**src/rtl/smmd_pkg.sv**
```systemverilog
// Shared types, codes and the base64 digit table for the source map decoder.
package smmd_pkg;

	localparam int CHAR_W   = 8;
	localparam int DIGIT_W  = 6;
	localparam int VAL_W    = 32;
	localparam int LINE_W   = 31;
	localparam int SHIFT_W  = 6;
	localparam int FCOUNT_W = 3;
	localparam int OUT_W    = 160;
	localparam int QUEUE_DEPTH = 2;
	localparam int QPTR_W   = 1;
	localparam int QCNT_W   = 2;

	localparam logic [CHAR_W-1:0]   CHAR_COMMA = 8'h2C;
	localparam logic [CHAR_W-1:0]   CHAR_SEMI  = 8'h3B;
	localparam logic [SHIFT_W-1:0]  SHIFT_STEP = 6'd5;
	localparam logic [SHIFT_W-1:0]  SHIFT_CAP  = 6'd35;
	localparam logic [SHIFT_W-1:0]  SHIFT_LIM  = 6'd32;
	localparam logic [FCOUNT_W-1:0] FCOUNT_MAX = 3'd7;
	localparam logic [FCOUNT_W-1:0] FCOUNT_MIN_OK = 3'd4;
	localparam logic [FCOUNT_W-1:0] FCOUNT_MAX_OK = 3'd5;
	localparam logic [LINE_W-1:0]   LINE_MAX   = 31'h7FFF_FFFF;
	localparam logic [LINE_W-1:0]   LINE_FIRST = 31'd1;

	typedef enum logic [1:0] {
		KIND_DIGIT = 2'd0,
		KIND_BAD   = 2'd1,
		KIND_COMMA = 2'd2,
		KIND_SEMI  = 2'd3
	} kind_t;

	typedef enum logic [FCOUNT_W-1:0] {
		FIELD_GCOL = 3'd0,
		FIELD_SIDX = 3'd1,
		FIELD_OLINE = 3'd2,
		FIELD_OCOL = 3'd3
	} field_t;

	typedef struct packed {
		kind_t              kind;
		logic [DIGIT_W-1:0] digit;
		logic               last;
	} item_t;

	function automatic item_t classify(input logic [CHAR_W-1:0] c, input logic last);
		item_t it;
		it.kind  = KIND_DIGIT;
		it.digit = '0;
		it.last  = last;
		if (c == CHAR_COMMA) begin
			it.kind = KIND_COMMA;
		end else if (c == CHAR_SEMI) begin
			it.kind = KIND_SEMI;
		end else if (c inside {[8'h41:8'h5A]}) begin
			it.digit = DIGIT_W'(c - 8'h41);
		end else if (c inside {[8'h61:8'h7A]}) begin
			it.digit = DIGIT_W'(c - 8'h61 + 8'd26);
		end else if (c inside {[8'h30:8'h39]}) begin
			it.digit = DIGIT_W'(c - 8'h30 + 8'd52);
		end else if (c == 8'h2B) begin
			it.digit = 6'd62;
		end else if (c == 8'h2F) begin
			it.digit = 6'd63;
		end else begin
			it.kind = KIND_BAD;
		end
		return it;
	endfunction

endpackage

```
**src/rtl/smmd_front.sv**
```systemverilog
// Front end: classify each incoming character into a decoded item.
module smmd_front import smmd_pkg::*; (
	input  logic [CHAR_W-1:0] char_code,
	input  logic              end_of_text,
	output item_t             item
);

	assign item = classify(char_code, end_of_text);

endmodule

```
**src/rtl/smmd_queue.sv**
```systemverilog
// Two-entry item queue between the front end and the execution back end.
module smmd_queue import smmd_pkg::*; (
	input  logic  clk,
	input  logic  arst_n,
	input  logic  push,
	input  item_t push_item,
	output logic  full,
	input  logic  pop,
	output logic  nonempty,
	output item_t head
);

	item_t             mem_q [QUEUE_DEPTH];
	logic [QPTR_W-1:0] wr_ptr_q;
	logic [QPTR_W-1:0] rd_ptr_q;
	logic [QCNT_W-1:0] count_q;

	assign full     = (count_q == QCNT_W'(QUEUE_DEPTH));
	assign nonempty = (count_q != '0);
	assign head     = mem_q[rd_ptr_q];

	always_ff @(posedge clk) begin
		if (push) begin
			mem_q[wr_ptr_q] <= push_item;
		end
	end

	always_ff @(posedge clk or negedge arst_n) begin
		if (!arst_n) begin
			wr_ptr_q <= '0;
			rd_ptr_q <= '0;
			count_q  <= '0;
		end else begin
			if (push) begin
				wr_ptr_q <= wr_ptr_q + 1'b1;
			end
			if (pop) begin
				rd_ptr_q <= rd_ptr_q + 1'b1;
			end
			case ({push, pop})
				2'b10:   count_q <= count_q + 1'b1;
				2'b01:   count_q <= count_q - 1'b1;
				default: count_q <= count_q;
			endcase
		end
	end

endmodule

```
**src/rtl/smmd_back.sv**
```systemverilog
// Back end: VLQ folding, running deltas, segment flush and the output register.
module smmd_back import smmd_pkg::*; (
	input  logic             clk,
	input  logic             arst_n,
	input  logic             item_valid,
	input  item_t            item,
	output logic             item_take,
	output logic             m_tvalid,
	input  logic             m_tready,
	output logic [OUT_W-1:0] m_tdata
);

	logic [VAL_W-1:0]    acc_q;
	logic [SHIFT_W-1:0]  shift_q;
	logic [FCOUNT_W-1:0] fcount_q;
	logic                bad_q;
	logic                has_q;
	logic [VAL_W-1:0]    gcol_q;
	logic [VAL_W-1:0]    sidx_q;
	logic [VAL_W-1:0]    oline_q;
	logic [VAL_W-1:0]    ocol_q;
	logic [LINE_W-1:0]   line_q;
	logic [OUT_W-1:0]    out_q;
	logic                out_valid_q;

	logic                is_sep;
	logic [VAL_W-1:0]    acc_or;
	logic [SHIFT_W-1:0]  shift_sum;
	logic [SHIFT_W-1:0]  shift_sat;
	logic [VAL_W-1:0]    mag;
	logic [VAL_W-1:0]    opd;
	logic [VAL_W-1:0]    sum;
	logic                done;

	logic [VAL_W-1:0]    p_acc;
	logic [SHIFT_W-1:0]  p_shift;
	logic [FCOUNT_W-1:0] p_fcount;
	logic                p_bad;
	logic                p_has;
	logic [VAL_W-1:0]    p_gcol;
	logic [VAL_W-1:0]    p_sidx;
	logic [VAL_W-1:0]    p_oline;
	logic [VAL_W-1:0]    p_ocol;
	logic                p_err;
	logic                emit;

	assign is_sep    = (item.kind == KIND_COMMA) || (item.kind == KIND_SEMI);
	assign item_take = item_valid && (!out_valid_q || m_tready);

	assign acc_or    = (shift_q < SHIFT_LIM)
		? (acc_q | (VAL_W'(item.digit[4:0]) << shift_q[4:0])) : acc_q;
	assign shift_sum = shift_q + SHIFT_STEP;
	assign shift_sat = (shift_sum > SHIFT_CAP) ? SHIFT_CAP : shift_sum;
	assign mag       = {1'b0, acc_or[VAL_W-1:1]};
	assign done      = !item.digit[DIGIT_W-1];

	always_comb begin
		case (field_t'(fcount_q))
			FIELD_GCOL:  opd = gcol_q;
			FIELD_SIDX:  opd = sidx_q;
			FIELD_OLINE: opd = oline_q;
			FIELD_OCOL:  opd = ocol_q;
			default:     opd = '0;
		endcase
	end

	assign sum = acc_or[0] ? (opd - mag) : (opd + mag);

	always_comb begin
		p_acc    = acc_q;
		p_shift  = shift_q;
		p_fcount = fcount_q;
		p_bad    = bad_q;
		p_has    = has_q;
		p_gcol   = gcol_q;
		p_sidx   = sidx_q;
		p_oline  = oline_q;
		p_ocol   = ocol_q;
		case (item.kind)
			KIND_BAD: begin
				p_has = 1'b1;
				p_bad = 1'b1;
			end
			KIND_DIGIT: begin
				p_has = 1'b1;
				if (!done) begin
					p_acc   = acc_or;
					p_shift = shift_sat;
				end else begin
					p_acc   = '0;
					p_shift = '0;
					if (fcount_q != FCOUNT_MAX) begin
						p_fcount = fcount_q + 1'b1;
					end
					case (field_t'(fcount_q))
						FIELD_GCOL:  p_gcol  = sum;
						FIELD_SIDX:  p_sidx  = sum;
						FIELD_OLINE: p_oline = sum;
						FIELD_OCOL:  p_ocol  = sum;
						default: ;
					endcase
				end
			end
			default: ;
		endcase
	end

	assign p_err = p_bad || (p_fcount < FCOUNT_MIN_OK) || (p_fcount > FCOUNT_MAX_OK)
		|| (p_shift != '0);
	assign emit  = is_sep ? has_q : item.last;

	always_ff @(posedge clk or negedge arst_n) begin
		if (!arst_n) begin
			acc_q    <= '0;
			shift_q  <= '0;
			fcount_q <= '0;
			bad_q    <= 1'b0;
			has_q    <= 1'b0;
			gcol_q   <= '0;
			sidx_q   <= '0;
			oline_q  <= '0;
			ocol_q   <= '0;
			line_q   <= LINE_FIRST;
		end else if (item_take) begin
			if (item.last) begin
				acc_q    <= '0;
				shift_q  <= '0;
				fcount_q <= '0;
				bad_q    <= 1'b0;
				has_q    <= 1'b0;
				gcol_q   <= '0;
				sidx_q   <= '0;
				oline_q  <= '0;
				ocol_q   <= '0;
				line_q   <= LINE_FIRST;
			end else if (is_sep) begin
				acc_q    <= '0;
				shift_q  <= '0;
				fcount_q <= '0;
				bad_q    <= 1'b0;
				has_q    <= 1'b0;
				if (item.kind == KIND_SEMI) begin
					gcol_q <= '0;
					if (line_q != LINE_MAX) begin
						line_q <= line_q + 1'b1;
					end
				end
			end else begin
				acc_q    <= p_acc;
				shift_q  <= p_shift;
				fcount_q <= p_fcount;
				bad_q    <= p_bad;
				has_q    <= p_has;
				gcol_q   <= p_gcol;
				sidx_q   <= p_sidx;
				oline_q  <= p_oline;
				ocol_q   <= p_ocol;
			end
		end
	end

	always_ff @(posedge clk) begin
		if (item_take && emit) begin
			out_q <= {p_err, p_gcol, line_q, p_ocol, p_oline, p_sidx};
		end
	end

	always_ff @(posedge clk or negedge arst_n) begin
		if (!arst_n) begin
			out_valid_q <= 1'b0;
		end else if (item_take && emit) begin
			out_valid_q <= 1'b1;
		end else if (m_tready) begin
			out_valid_q <= 1'b0;
		end
	end

	assign m_tvalid = out_valid_q;
	assign m_tdata  = out_q;

endmodule

```
**src/rtl/source_map_mapping_decoder_unit.sv**
```systemverilog
// Top level of the source map mappings decoder.
//
//  channel | direction | payload
//  s_*     | in        | s_tdata[7:0] char_code, s_tlast end_of_text
//  m_*     | out       | m_tdata: src_index, original_line, original_column,
//          |           |          generated_line, generated_column, segment_error
//
// One character per cycle sustained while the output is not stalled; each character is
// classified into the queue, and the back end registers the result when it takes the item
// from the queue. The execute stage folds a VLQ digit and does one add or subtract per cycle
// while the output is not stalled. Reset clears the queue pointers, the output valid flag and all running state.
// A stalled output holds the back end; the two-entry queue keeps s_tready high
// until it fills.
module source_map_mapping_decoder_unit import smmd_pkg::*; (
	input  logic             clk,
	input  logic             arst_n,
	input  logic             s_tvalid,
	output logic             s_tready,
	input  logic [7:0]       s_tdata,  // [7:0] char_code
	input  logic             s_tlast,  // end_of_text
	output logic             m_tvalid,
	input  logic             m_tready,
	output logic [OUT_W-1:0] m_tdata   // [31:0] src_index, [63:32] original_line,
	                                   // [95:64] original_column, [126:96] generated_line,
	                                   // [158:127] generated_column, [159] segment_error
);

	item_t front_item;
	item_t head_item;
	logic  q_full;
	logic  q_nonempty;
	logic  q_pop;
	logic  q_push;

	assign s_tready = !q_full;
	assign q_push   = s_tvalid && !q_full;

	smmd_front u_front (
		.char_code   (s_tdata),
		.end_of_text (s_tlast),
		.item        (front_item)
	);

	smmd_queue u_queue (
		.clk       (clk),
		.arst_n    (arst_n),
		.push      (q_push),
		.push_item (front_item),
		.full      (q_full),
		.pop       (q_pop),
		.nonempty  (q_nonempty),
		.head      (head_item)
	);

	smmd_back u_back (
		.clk        (clk),
		.arst_n     (arst_n),
		.item_valid (q_nonempty),
		.item       (head_item),
		.item_take  (q_pop),
		.m_tvalid   (m_tvalid),
		.m_tready   (m_tready),
		.m_tdata    (m_tdata)
	);

endmodule

```
**config.mk**
```make
export PLATFORM = sky130hd
export DESIGN_NAME = source_map_mapping_decoder_unit
export DESIGN_NICKNAME = d
export VERILOG_FILES = /design/src/rtl/smmd_pkg.sv /design/src/rtl/smmd_front.sv /design/src/rtl/smmd_queue.sv /design/src/rtl/smmd_back.sv /design/src/rtl/source_map_mapping_decoder_unit.sv
export SDC_FILE = /design/constraint.sdc
export NUM_CORES = 1
export LEC_CHECK = 0
export CAP_MARGIN = 15
export CELL_PAD_IN_SITES_DETAIL_PLACEMENT = 1
export CELL_PAD_IN_SITES_GLOBAL_PLACEMENT = 1
export CORE_ASPECT_RATIO = 1.25
export CORE_MARGIN = 2
export CORE_UTILIZATION = 48
export CTS_BUF_LIST = sky130_fd_sc_hd__clkbuf_4
export DETAILED_ROUTE_END_ITERATION = 10
export DONT_BUFFER_PORTS = 1
export GPL_TIMING_DRIVEN = 0
export MAX_ROUTING_LAYER = met4
export PLACE_DENSITY_LB_ADDON = 0.1
export SLEW_MARGIN = 20
export SYNTH_ARGS = -nofsm -noshare
export SYNTH_HDL_FRONTEND = slang
export SYNTH_SLANG_ARGS = --single-unit
```
**constraint.sdc**
```tcl
create_clock -name clk -period 9.06 [get_ports clk]
set_input_delay 1.359 -clock clk [delete_from_list [all_inputs] [get_ports clk]]
set_output_delay 1.359 -clock clk [all_outputs]
set_load 0.005 [all_outputs]
```
Yosys cells after proc, flatten, opt, wreduce, memory -nomap -nowiden --
Memories as Yosys holds them, arrays and structs flattened. Index checks and enable logic that the tools add are counted.
Word-level totals: input bits 13, memories kept 1, memory bits (writable) 18, bits in registers 367
Memory list:
- u_queue.mem_q | words 2, width 9, read ports 1, clocked after memory_dff 0, wr ports 1, RTL line smmd_queue.sv:13 | item_t mem_q [QUEUE_DEPTH];
Operators by class: shift-type cells 1, reduce and logical (&&, ||, !) cells 30, equal/unequal tests 17, bitwise logic cells 1, muxes and demuxes 68, magnitude comparators 10, add/sub/neg operators 14
Operator list (count):
- two-way mux 32 bit | 27
- case mux 32 bit (4 select lines) | 1
- two-way mux 31 bit | 4
- two-way mux 6 bit | 12
- adder 32 x 31 -> 32 bit | 1
- == test 8 x 6 -> 1 bit, second input constant | 4
- OR 32 bit | 1
- left shift 5 x 5 -> 32 bit | 1
- subtractor 32 x 31 -> 32 bit | 1
- adder 31 x 1 -> 31 bit, second input constant | 1
- != test 31 bit, second input constant | 1
- >= comparator 8 x 7 -> 1 bit, second input constant | 2
- less-or-equal comparator 8 x 7 -> 1 bit, second input constant | 2
- two-way mux 3 bit | 5
- two-way mux 1 bit | 12
- two-way mux 2 bit | 6
- nonzero test 2 bit | 6
- subtractor 6 bit, second input constant | 2
- == test 2 bit, second input constant | 4
- >= comparator 8 x 6 -> 1 bit, second input constant | 1
- less-or-equal comparator 8 x 6 -> 1 bit, second input constant | 1
- AND reduction 2 bit | 4
- adder 6 x 3 -> 6 bit, second input constant | 1
- adder 6 x 5 -> 6 bit, second input constant | 1
- other kinds (26) | 40

Depth between registers and ports, before layout --
Gate-level depths: netlist (run 1). An unclocked memory read counts as a cell.
word-level depth 11, mapped depth 24, mapped depth without buffers 20

Cells and area by module --
A second synthesis (run 1) with hierarchy kept.
Second synthesis, totals: cell total of the unflattened synthesis 1747, area total of the unflattened synthesis 19381.1 um^2
Modules (own cells, without submodules):
- smmd_back | area each 17925.9 um^2, instances 1, cells each 1621
- smmd_queue | area each 835.8 um^2, instances 1, cells each 44
- smmd_front | area each 609.3 um^2, instances 1, cells each 80
- source_map_mapping_decoder_unit | area each 10.0 um^2, instances 1, cells each 2

Worst setup path after synthesis (run 1) --
Ideal clock, no wire load.
path kind input port to flip-flop, start input m_tready, end register u_back.out_q[0] (netlist: u_back.m_tdata[0]) (enable), path buffers 1, setup slack -0.317 ns, required time 8.378 ns, library setup time 0.682 ns, data arrival time 8.695 ns, stages on the path 6, cell sequence nand2b_1 -> o21ai_0 -> inv_1 -> clkbuf_1 -> nand2_1 -> nor2_1
Between the ends: cells in the longest elaborated chain, start to end 3
RTL lines:
- from (decl) | RTL line source_map_mapping_decoder_unit.sv:22 | input logic m_tready,
- logical OR 1 bit | RTL line smmd_back.sv:48 | assign item_take = item_valid && (!out_valid_q || m_tready);
- logical AND 1 bit | RTL line smmd_back.sv:48
- named net q_pop | RTL line source_map_mapping_decoder_unit.sv:32 | logic q_pop;
- logical AND 1 bit | RTL line smmd_back.sv:163 | if (item_take && emit) begin
- to (signal assigned) | RTL line smmd_back.sv:164 | out_q <= {p_err, p_gcol, line_q, p_ocol, p_oline, p_sidx};
- to (decl) | RTL line smmd_back.sv:23 | logic [OUT_W-1:0] out_q;
The timed path passes the listed nets, and every way through them passes these cells. A chain may end at the register's enable or synchronous reset.

Final worst setup path (run 1) --
start register u_queue.rd_ptr_q, end register u_back.out_q[62] (netlist: u_back.m_tdata[62]), data pin
Between the ends: cells in the longest elaborated chain, start to end 9
RTL lines:
- from (decl) | RTL line smmd_queue.sv:15 | logic [QPTR_W-1:0] rd_ptr_q;
- from (signal assigned) | RTL line smmd_queue.sv:38 | rd_ptr_q <= rd_ptr_q + 1'b1;
- memory read (2 x 9 bit) *
- left shift 5 x 5 -> 32 bit | RTL line smmd_back.sv:51 | ? (acc_q | (VAL_W'(item.digit[4:0]) << shift_q[4:0])) : acc_q;
- OR 32 bit | RTL line smmd_back.sv:51
- two-way mux 32 bit | RTL line smmd_back.sv:51
- adder 32 x 31 -> 32 bit or subtractor 32 x 31 -> 32 bit (tied branches) | RTL line smmd_back.sv:67 | assign sum = acc_or[0] ? (opd - mag) : (opd + mag);
- two-way mux 32 bit | RTL line smmd_back.sv:67
- two-way mux 32 bit | RTL line smmd_back.sv:95 | case (field_t'(fcount_q))
- two-way mux 32 bit | RTL line smmd_back.sv:86 | if (!done) begin
- two-way mux 32 bit * | RTL line smmd_back.sv:79 | case (item.kind)
- named net u_back.p_oline[30] | RTL line smmd_back.sv:42 | logic [VAL_W-1:0] p_oline;
Mark *: on every way through the listed nets, which the timed path passes. The rest lies on a longest branch.

==> impl_metrics.py, run 1 <==
metrics = {
    "placement": {
        "gp_congestion": 0.928,
        "io_buffers": 0,
        "dp_slack_ns": 2.07,
        "hpwl_mm": 41.3,
    },
    "grt": {
        "overflow": 0,
        "grt_pass1_wl_mm": 89.8,
        "grt_start_max_net_pins": 208,
        "track_usage_pct": 29.3,
        "antenna_found_initial": 1,
        "grt_pass1_vias": 15400,
    },
    "power_and_ir_drop": {
        "net-switching-power_mw": 3.40,
        "pwr-share-seq_pct": 34.6,
        "power_mw": 7.60,
        "clkPwrFrac_pct": 19.9,
        "p_per_area_mw_per_mm2": 359,
        "swShare_pct": 44.7,
        "p_leak_nw": 8.88,
        "internal_power_mw": 4.20,
        "ir_drop_mv": 0.288,
        "comb_power_share_pct": 45.5,
    },
    "sta": {
        "setup_violations": 0,
        "max_freq_mhz": 140,
        "fin_ws_ns": 1.90,
        "grt_setup_unrepaired": "false",
        "finalCritPeriodShare_pct": 79.0,
        "relSlewSlack_pct": 20.4,
        "fin_worst_skew_ns": 0.0562,
        "slew_viol_final": 0,
        "hold_viol_final": 0,
        "period_needed_ns": 7.16,
        "tightest_slew_ns": 1.18,
        "setup_tns_ns": 0,
    },
    "route": {
        "dr.pass1.iters": 5,
        "dr.first_iter.drc_count": 850,
        "vias_per_cell": 6.15,
        "postRouteAntennaNets": 0,
        "vias": 14800,
        "drt-wirelength-per-cell_um": 24.5,
        "drt-total-wl_mm": 58.7,
        "drc_errors": 0,
    },
    "synthesis": {
        "synth-seq-cells": 385,
        "synth.net_count": 1774,
        "synth_area_mm2": 0.0191,
        "syn_avg_cell_area_um2": 11.2,
        "synthDistinctLibCells": 69,
        "synth_ff_type": "dfrtp_1",
        "synth-edff-count": 178,
        "yosysWarningCount": 0,
        "seq_area_frac_synth_pct": 55.1,
        "async_flop_share_pct": 53.8,
        "postSynthCellCount": 1713,
    },
    "critical_path": {
        "critPathMaxStageDelay_ns": 0.88,
        "arrival_ns": 7.68,
        "crit_start": "u_queue.rd_ptr_q$_DFFE_PN0P_",
        "cp_top_family": "compound AO/OA/AOI/OAI gates",
        "cp-end-kind": "register",
        "r2r-start": "u_queue.rd_ptr_q$_DFFE_PN0P_",
        "crit_chain": "clkbuf_1 > mux2i_1 > nor4_1 > a2111oi_0 > nor3_1 > nand4b_1 > or3_1 > buf_2 > nor2_1 > nand2_1 > o31ai_1 > xnor2_1 > ha_1 > a21o_1 > a21oi_1 > nand2_1 > a31oi_1 > o21bai_1 > a211oi_1 > o21bai_1 > xnor2_1 > o21ai_0",
        "critPathMaxFanout": 10,
        "cp.required_ns": 9.58,
        "crit_buf_inv": 2,
        "criticalPathCategory": "reg2reg",
        "worstSetupStartpointType": "register",
        "cp_slowest_cell": "a2111oi_0",
    },
    "clocking": {
        "clk_path_buf_depth": 3,
        "clk-insertion-delay-late_ns": 0.83,
        "cts_hold_buf": 0,
        "cts.sinks": 385,
        "cts_made_buffers": 96,
        "cts_setup_buffers": 0,
        "cts_max_level": 3,
        "cts_tree": "built",
        "cts_root_buf": "clkbuf_4",
        "clk_pin_slew_worst_paths_ns": 0.07,
        "cts_resized": 0,
    },
    "floorplan": {
        "row_count": 81,
        "core_mm2": 0.0392,
        "start_util_pct": 48.7,
        "die_w_um": 183,
        "die_area_mm2": 0.0415,
        "die_h_um": 227,
        "pin_count": 175,
    },
    "cells_and_area": {
        "final_cell_mix": "nand2_1 (206), dfrtp_1 (206), edfxtp_1 (178)",
        "drive_gt1_share_pct": 14.0,
        "fillerInstances": 4240,
        "syn_to_final_growth_pct": 10.6,
        "num-nets-final": 1878,
    },
    "flow_run": {
        "cap_violations": 0,
    },
    "min_path": {
        "hold_class": "in2async",
    },
    "run_status": {
        "status": "completed",
    },
}
flip-flops by register name, summed over array words and instances (netlist names):
| name | cells |
|---|---|
| u_back.m_tdata | 160 |
| u_back.gcol_q | 32 |
| u_back.shift_q | 6 |
| u_back.line_q | 31 |
| u_queue.rd_ptr_q | 1 |
| u_back.m_tvalid | 1 |
| u_queue.count_q | 2 |
| u_back.has_q | 1 |
| u_back.acc_q | 32 |
| u_queue.wr_ptr_q | 1 |
| u_back.sidx_q | 32 |
| u_back.ocol_q | 32 |
| u_queue.mem_q | 18 |
| u_back.fcount_q | 3 |
| u_back.oline_q | 32 |
| u_back.bad_q | 1 |
final cells by class:
class                      instances  area, um2  share of cell area, %
inverter                          24       90.1                  0.426
timing repair buffer               6        105                  0.497
clock buffer                     147       1100                   5.22
tap                              498        623                   2.95
clock inverter                    34        174                  0.822
buffer                            93        358                   1.69
sequential                       385      10500                   49.8
multi-input combinational       1211       8170                   38.6
antenna                            1       2.50                 0.0118
through the flow:
stage	cells	instance area (um2)	util, %	hold WS, ns
5_1_grt	2399	21200	53.9	0.206
6_report	2399	21200	53.9	0.254
3_3_place_gp	2211	19700	50.3	0.453
2_1_floorplan	1713	19100	-	0.425
3_5_place_dp	2217	19900	50.7	0.459
4_1_cts	2398	21100	53.9	0.175
cell usage after synthesis (all sizes together), types with 6 or more instances:
library cell | number | share of area, %
dfrtp | 206 | 27
nand2 | 206 | 4.0
edfxtp | 178 | 28
o21ai | 138 | 3.6
a22o | 111 | 5.1
nor2 | 98 | 1.9
a21oi | 91 | 2.4
mux2 | 86 | 5.1
clkbuf | 85 | 1.7
a22oi | 59 | 2.3
xor2 | 49 | 2.2
ha | 47 | 3.1
xnor2 | 42 | 1.9
nand3 | 29 | 0.76
inv | 24 | 0.47
a21o | 21 | 0.82
nor3 | 19 | 0.50
nand2b | 16 | 0.52
nor2b | 15 | 0.49
a31oi | 14 | 0.46
o21a | 14 | 0.55
and3 | 12 | 0.39
and2 | 11 | 0.36
mux2i | 10 | 0.52
nand4 | 10 | 0.33
a221oi | 9 | 0.41
o21bai | 9 | 0.35
buf | 8 | 0.20
o31ai | 8 | 0.31
a211oi | 7 | 0.27
a221o | 6 | 0.31
nor4 | 6 | 0.20
metal layers:
layer  vias up  wire [um]  global-route usage (%)
met3       165       3060                    5.31
met1      7454      24400                    35.2
li1       6661          -                       -
met2       470      29000                    48.1
met5         -          0                       -
met4         0       2250                    14.0
final timing paths:
check,end,slack (ns),cells after the start
worst max-delay path,u_back.m_tdata[62]$_DFFE_PP_,1.90,22
worst min-delay path,u_back.gcol_q[13]$_DFFE_PN0P_,0.25,0
worst max register to register,u_back.m_tdata[62]$_DFFE_PP_,1.90,22
worst min register to register,u_back.m_tdata[126]$_DFFE_PP_,0.47,0
max in group asynchronous,u_back.line_q[0]$_DFFE_PN1P_,8.45,0
min in group clk,u_back.m_tdata[126]$_DFFE_PP_,0.47,0
cells by family after synthesis:
family          after synthesis  share of synthesized area (%)
compound gates              529                           18.9
simple gates                444                           10.4
flops                       385                           55.1
buf+inv                     117                           2.34
mux                          98                           5.86
xor+xnor                     92                           4.29
fa+ha+maj                    48                           3.18
power groups by stage:
| stage | combinational [mW] | sequential [mW] | clock, mW |
|---|---|---|---|
| final | 3.45 | 2.63 | 1.51 |
| after CTS | 3.43 | 2.64 | 1.55 |
| after floorplan | 2.25 | 2.65 | 0 |
| after global routing | 3.75 | 2.68 | 1.63 |
| after global placement | 3.26 | 2.74 | 0 |
| after detailed placement | 3.41 | 2.67 | 0 |
No activity file was read; power rests on OpenSTA's default activity.
==> run 2, diff against run 1 <==
ABC_AREA = 1   (was unset)
CORE_UTILIZATION = 46   (was 48)
clock period = 6.57 ns   (was 9.06 ns; I/O delays follow)
==> impl_metrics.py, run 2 <==
metrics = {
    "run_status": {
        "status": "completed",
    },
    "critical_path": {
        "cp_slowest_cell": "buf_1",
        "arrival_ns": 6.57,
        "cp-end-kind": "register",
        "worstSetupStartpointType": "register",
        "critPathMaxStageDelay_ns": 0.69,
        "criticalPathCategory": "reg2reg",
        "crit_top_cell": "nand2_1",
        "cp.required_ns": 7.13,
        "ff2ff_setup_slack_ns": 0.56,
        "reg2reg_to": "u_back.m_tdata[151]$_DFFE_PP_",
        "crit_chain": "inv_1 > nand2_1 > inv_1 > clkbuf_1 > buf_1 > a221oi_1 > ha_1 > fa_1 > nand3b_1 > nand2_1 > nand2_1 > nand3_1 > nand2_1 > o21ai_1 > nand2_1 > nand2_1 > nand2_1 > nand2_1 > nand2_1 > o21ai_0 > or2_2 > nand3_1 > o21ai_0 > inv_1",
        "critPathMaxFanout": 10,
        "reg2reg_depth": 24,
        "r2r-start": "u_back.fcount_q[2]$_DFFE_PN0P_",
    },
    "synthesis": {
        "syn_avg_cell_area_um2": 8.79,
        "synth.top_cell.area_share_pct": 26.3,
        "netlist_top_cells_count": "nand2_1 (443), inv_1 (379), dfrtp_1 (206), o21ai_0 (193), edfxtp_1 (178)",
        "synth-seq-cells": 385,
        "yosysWarningCount": 0,
        "yosysMostFrequentCell": "nand2_1",
        "async_flop_share_pct": 53.8,
        "ys_top_cells_by_area": "edfxtp_1 (26%), dfrtp_1 (25%), nand2_1 (8.2%)",
        "synth_ff_type": "dfrtp_1",
        "synth_area_mm2": 0.0203,
        "postSynthCellCount": 2310,
        "synth-edff-count": 178,
        "seq_area_frac_synth_pct": 51.8,
        "synth_top_cell_by_area": "edfxtp_1",
        "synth.net_count": 2371,
        "synthDistinctLibCells": 60,
    },
    "power_and_ir_drop": {
        "swShare_pct": 49.8,
        "net-switching-power_mw": 6.07,
        "p_per_area_mw_per_mm2": 541,
        "p_leak_nw": 10.7,
        "internal_power_mw": 6.11,
        "ir_drop_mv": 0.402,
        "pwr-share-seq_pct": 31.2,
        "power_mw": 12.2,
        "clkPwrFrac_pct": 17.8,
        "comb_power_share_pct": 51.0,
    },
    "sta": {
        "whs_ns": 0.00487,
        "fin_worst_skew_ns": 0.0757,
        "tightest_slew_ns": 1.00,
        "max_freq_mhz": 166,
        "setup_violations": 0,
        "relSlewSlack_pct": 33.3,
        "grt_setup_unrepaired": "false",
        "slew_viol_final": 0,
        "period_needed_ns": 6.01,
        "hold_viol_final": 0,
        "finalCritPeriodShare_pct": 91.5,
    },
    "cells_and_area": {
        "drive_gt1_share_pct": 10.7,
        "num-nets-final": 2478,
        "layout.cells.most_common": "nand2_1",
        "largest_reg_flops": 160,
        "final_cell_mix": "nand2_1 (443), inv_1 (379), dfrtp_1 (206)",
        "syn_to_final_growth_pct": 10.8,
        "fillerInstances": 5173,
    },
    "clocking": {
        "cts_tree": "built",
        "cts_setup_buffers": 0,
        "clk-insertion-delay-late_ns": 0.87,
        "cts_root_buf": "clkbuf_4",
        "cts_made_buffers": 98,
        "clk_pin_slew_worst_paths_ns": 0.07,
        "clk_path_buf_depth": 3,
        "cts_max_level": 3,
        "cts.sinks": 385,
    },
    "floorplan": {
        "row_count": 86,
        "pin_count": 175,
        "die_area_mm2": 0.0459,
        "start_util_pct": 46.4,
        "die_h_um": 239,
        "die_w_um": 192,
        "core_mm2": 0.0438,
    },
    "flow_run": {
        "cap_violations": 0,
    },
    "route": {
        "vias_per_cell": 5.73,
        "drt-total-wl_mm": 69.7,
        "drt-wirelength-per-cell_um": 22.7,
        "dr.first_iter.drc_count": 1041,
        "postRouteAntennaNets": 0,
        "vias": 17600,
        "drc_errors": 0,
        "dr.pass1.iters": 5,
    },
    "grt": {
        "antenna_found_initial": 1,
        "grt_pass1_wl_mm": 107,
        "grt_start_max_net_pins": 208,
        "track_usage_pct": 31.7,
        "grt_pass1_vias": 18700,
        "overflow": 0,
    },
    "min_path": {
        "hold_class": "in2async",
    },
    "placement": {
        "io_buffers": 0,
        "hpwl_mm": 52.2,
        "gp_congestion": 0.920,
    },
}
## run 2: cell types whose count changed after synthesis, moves of 26 or more
cell | before | now
a22o_1 | 111 | 3
a22oi_1 | 59 | 7
inv_1 | 24 | 379
mux2_2 | 83 | 0
nand2_1 | 206 | 443
nand3_1 | 29 | 107
nand4_1 | 10 | 39
o21ai_0 | 128 | 193
o22ai_1 | 3 | 112
xnor2_1 | 42 | 16
## run 2: logic make-up (layout without fill, tap and decap cells)
kind of cell / count (synthesis) / after routing / share of synthesized area [%]
and+or+nand+nor: 808 / 808 / 17.9
AOI/OAI and AO/OA: 520 / 520 / 15.2
buffers and inverters: 481 / 668 / 9.12
DFF: 385 / 385 / 51.8
xor gates and xnor gates: 68 / 68 / 2.93
adders and majority gates: 48 / 48 / 2.99
other: 0 / 1 / 0
## run 2: what timing repair did
item                                   CTS  global route
hold buffers                             1             0
endpoints found under the hold margin  207             0
gates resized for setup                  0             0
## run 2: final cells by class
type	count	area [um2]	area share, %
sequential	385	10500	46.8
multi-input combinational	1444	7940	35.3
inverter	392	1470	6.55
clock buffer	149	1120	4.97
tap	572	716	3.18
buffer	89	378	1.68
clock inverter	31	203	0.900
timing repair buffer	7	155	0.689
antenna	1	2.50	0.0111
## run 2: worst max path at each step
stage	from	to	slack, ns	cells past startpoint
after CTS	u_back.fcount_q[2]$_DFFE_PN0P_	u_back.gcol_q[18]$_DFFE_PN0P_	0.64	23
after floorplan	m_tready	u_back.m_tdata[0]$_DFFE_PP_	0.57	4
after detailed placement	u_back.fcount_q[2]$_DFFE_PN0P_	u_back.m_tdata[151]$_DFFE_PP_	0.70	24
final	u_back.fcount_q[2]$_DFFE_PN0P_	u_back.m_tdata[151]$_DFFE_PP_	0.56	24
after global routing	u_back.fcount_q[2]$_DFFE_PN0P_	u_back.m_tdata[88]$_DFFE_PP_	0.35	24
after global placement	m_tready	u_back.m_tdata[92]$_DFFE_PP_	-1.29	4
## run 2: critical path: cells and delay by family (launching register included)
family | cells | cell delay, ns
flops | 1 | 0.39
simple gates | 13 | 1.76
fa+ha+maj | 2 | 0.69
buf+inv | 5 | 1.83
compound gates | 4 | 1.05
## run 2: through the flow
stage,worst slack (ns),setup TNS [ns],instances,cell area (um2),util (%)
final,0.560,0,3070,22500,51.4
after global routing,0.345,0,3070,22500,51.4
after CTS,0.635,0,3068,22500,51.3
after detailed placement,0.701,0,2887,21100,48.3
after global placement,-1.29,-197.17,2882,21000,48.0
after floorplan,0.572,0,2310,20300,-
## run 2: metal layers
layer	GRT usage, %	part of all wire, %	vias to the layer above
li1	-	-	8073
met1	36.2	40	8800
met2	55.3	52	542
met3	4.48	4.6	165
met4	13.8	3.8	0
met5	-	0	-
## run 2: power groups by stage
stage | Sequential [mW] | Clock [mW] | Combinational [mW]
CTS | 3.82 | 2.23 | 6.14
floorplan | 3.80 | 0 | 3.84
detailed placement | 3.86 | 0 | 6.08
global placement | 3.90 | 0 | 5.78
global route | 3.88 | 2.34 | 6.72
finish | 3.80 | 2.17 | 6.21
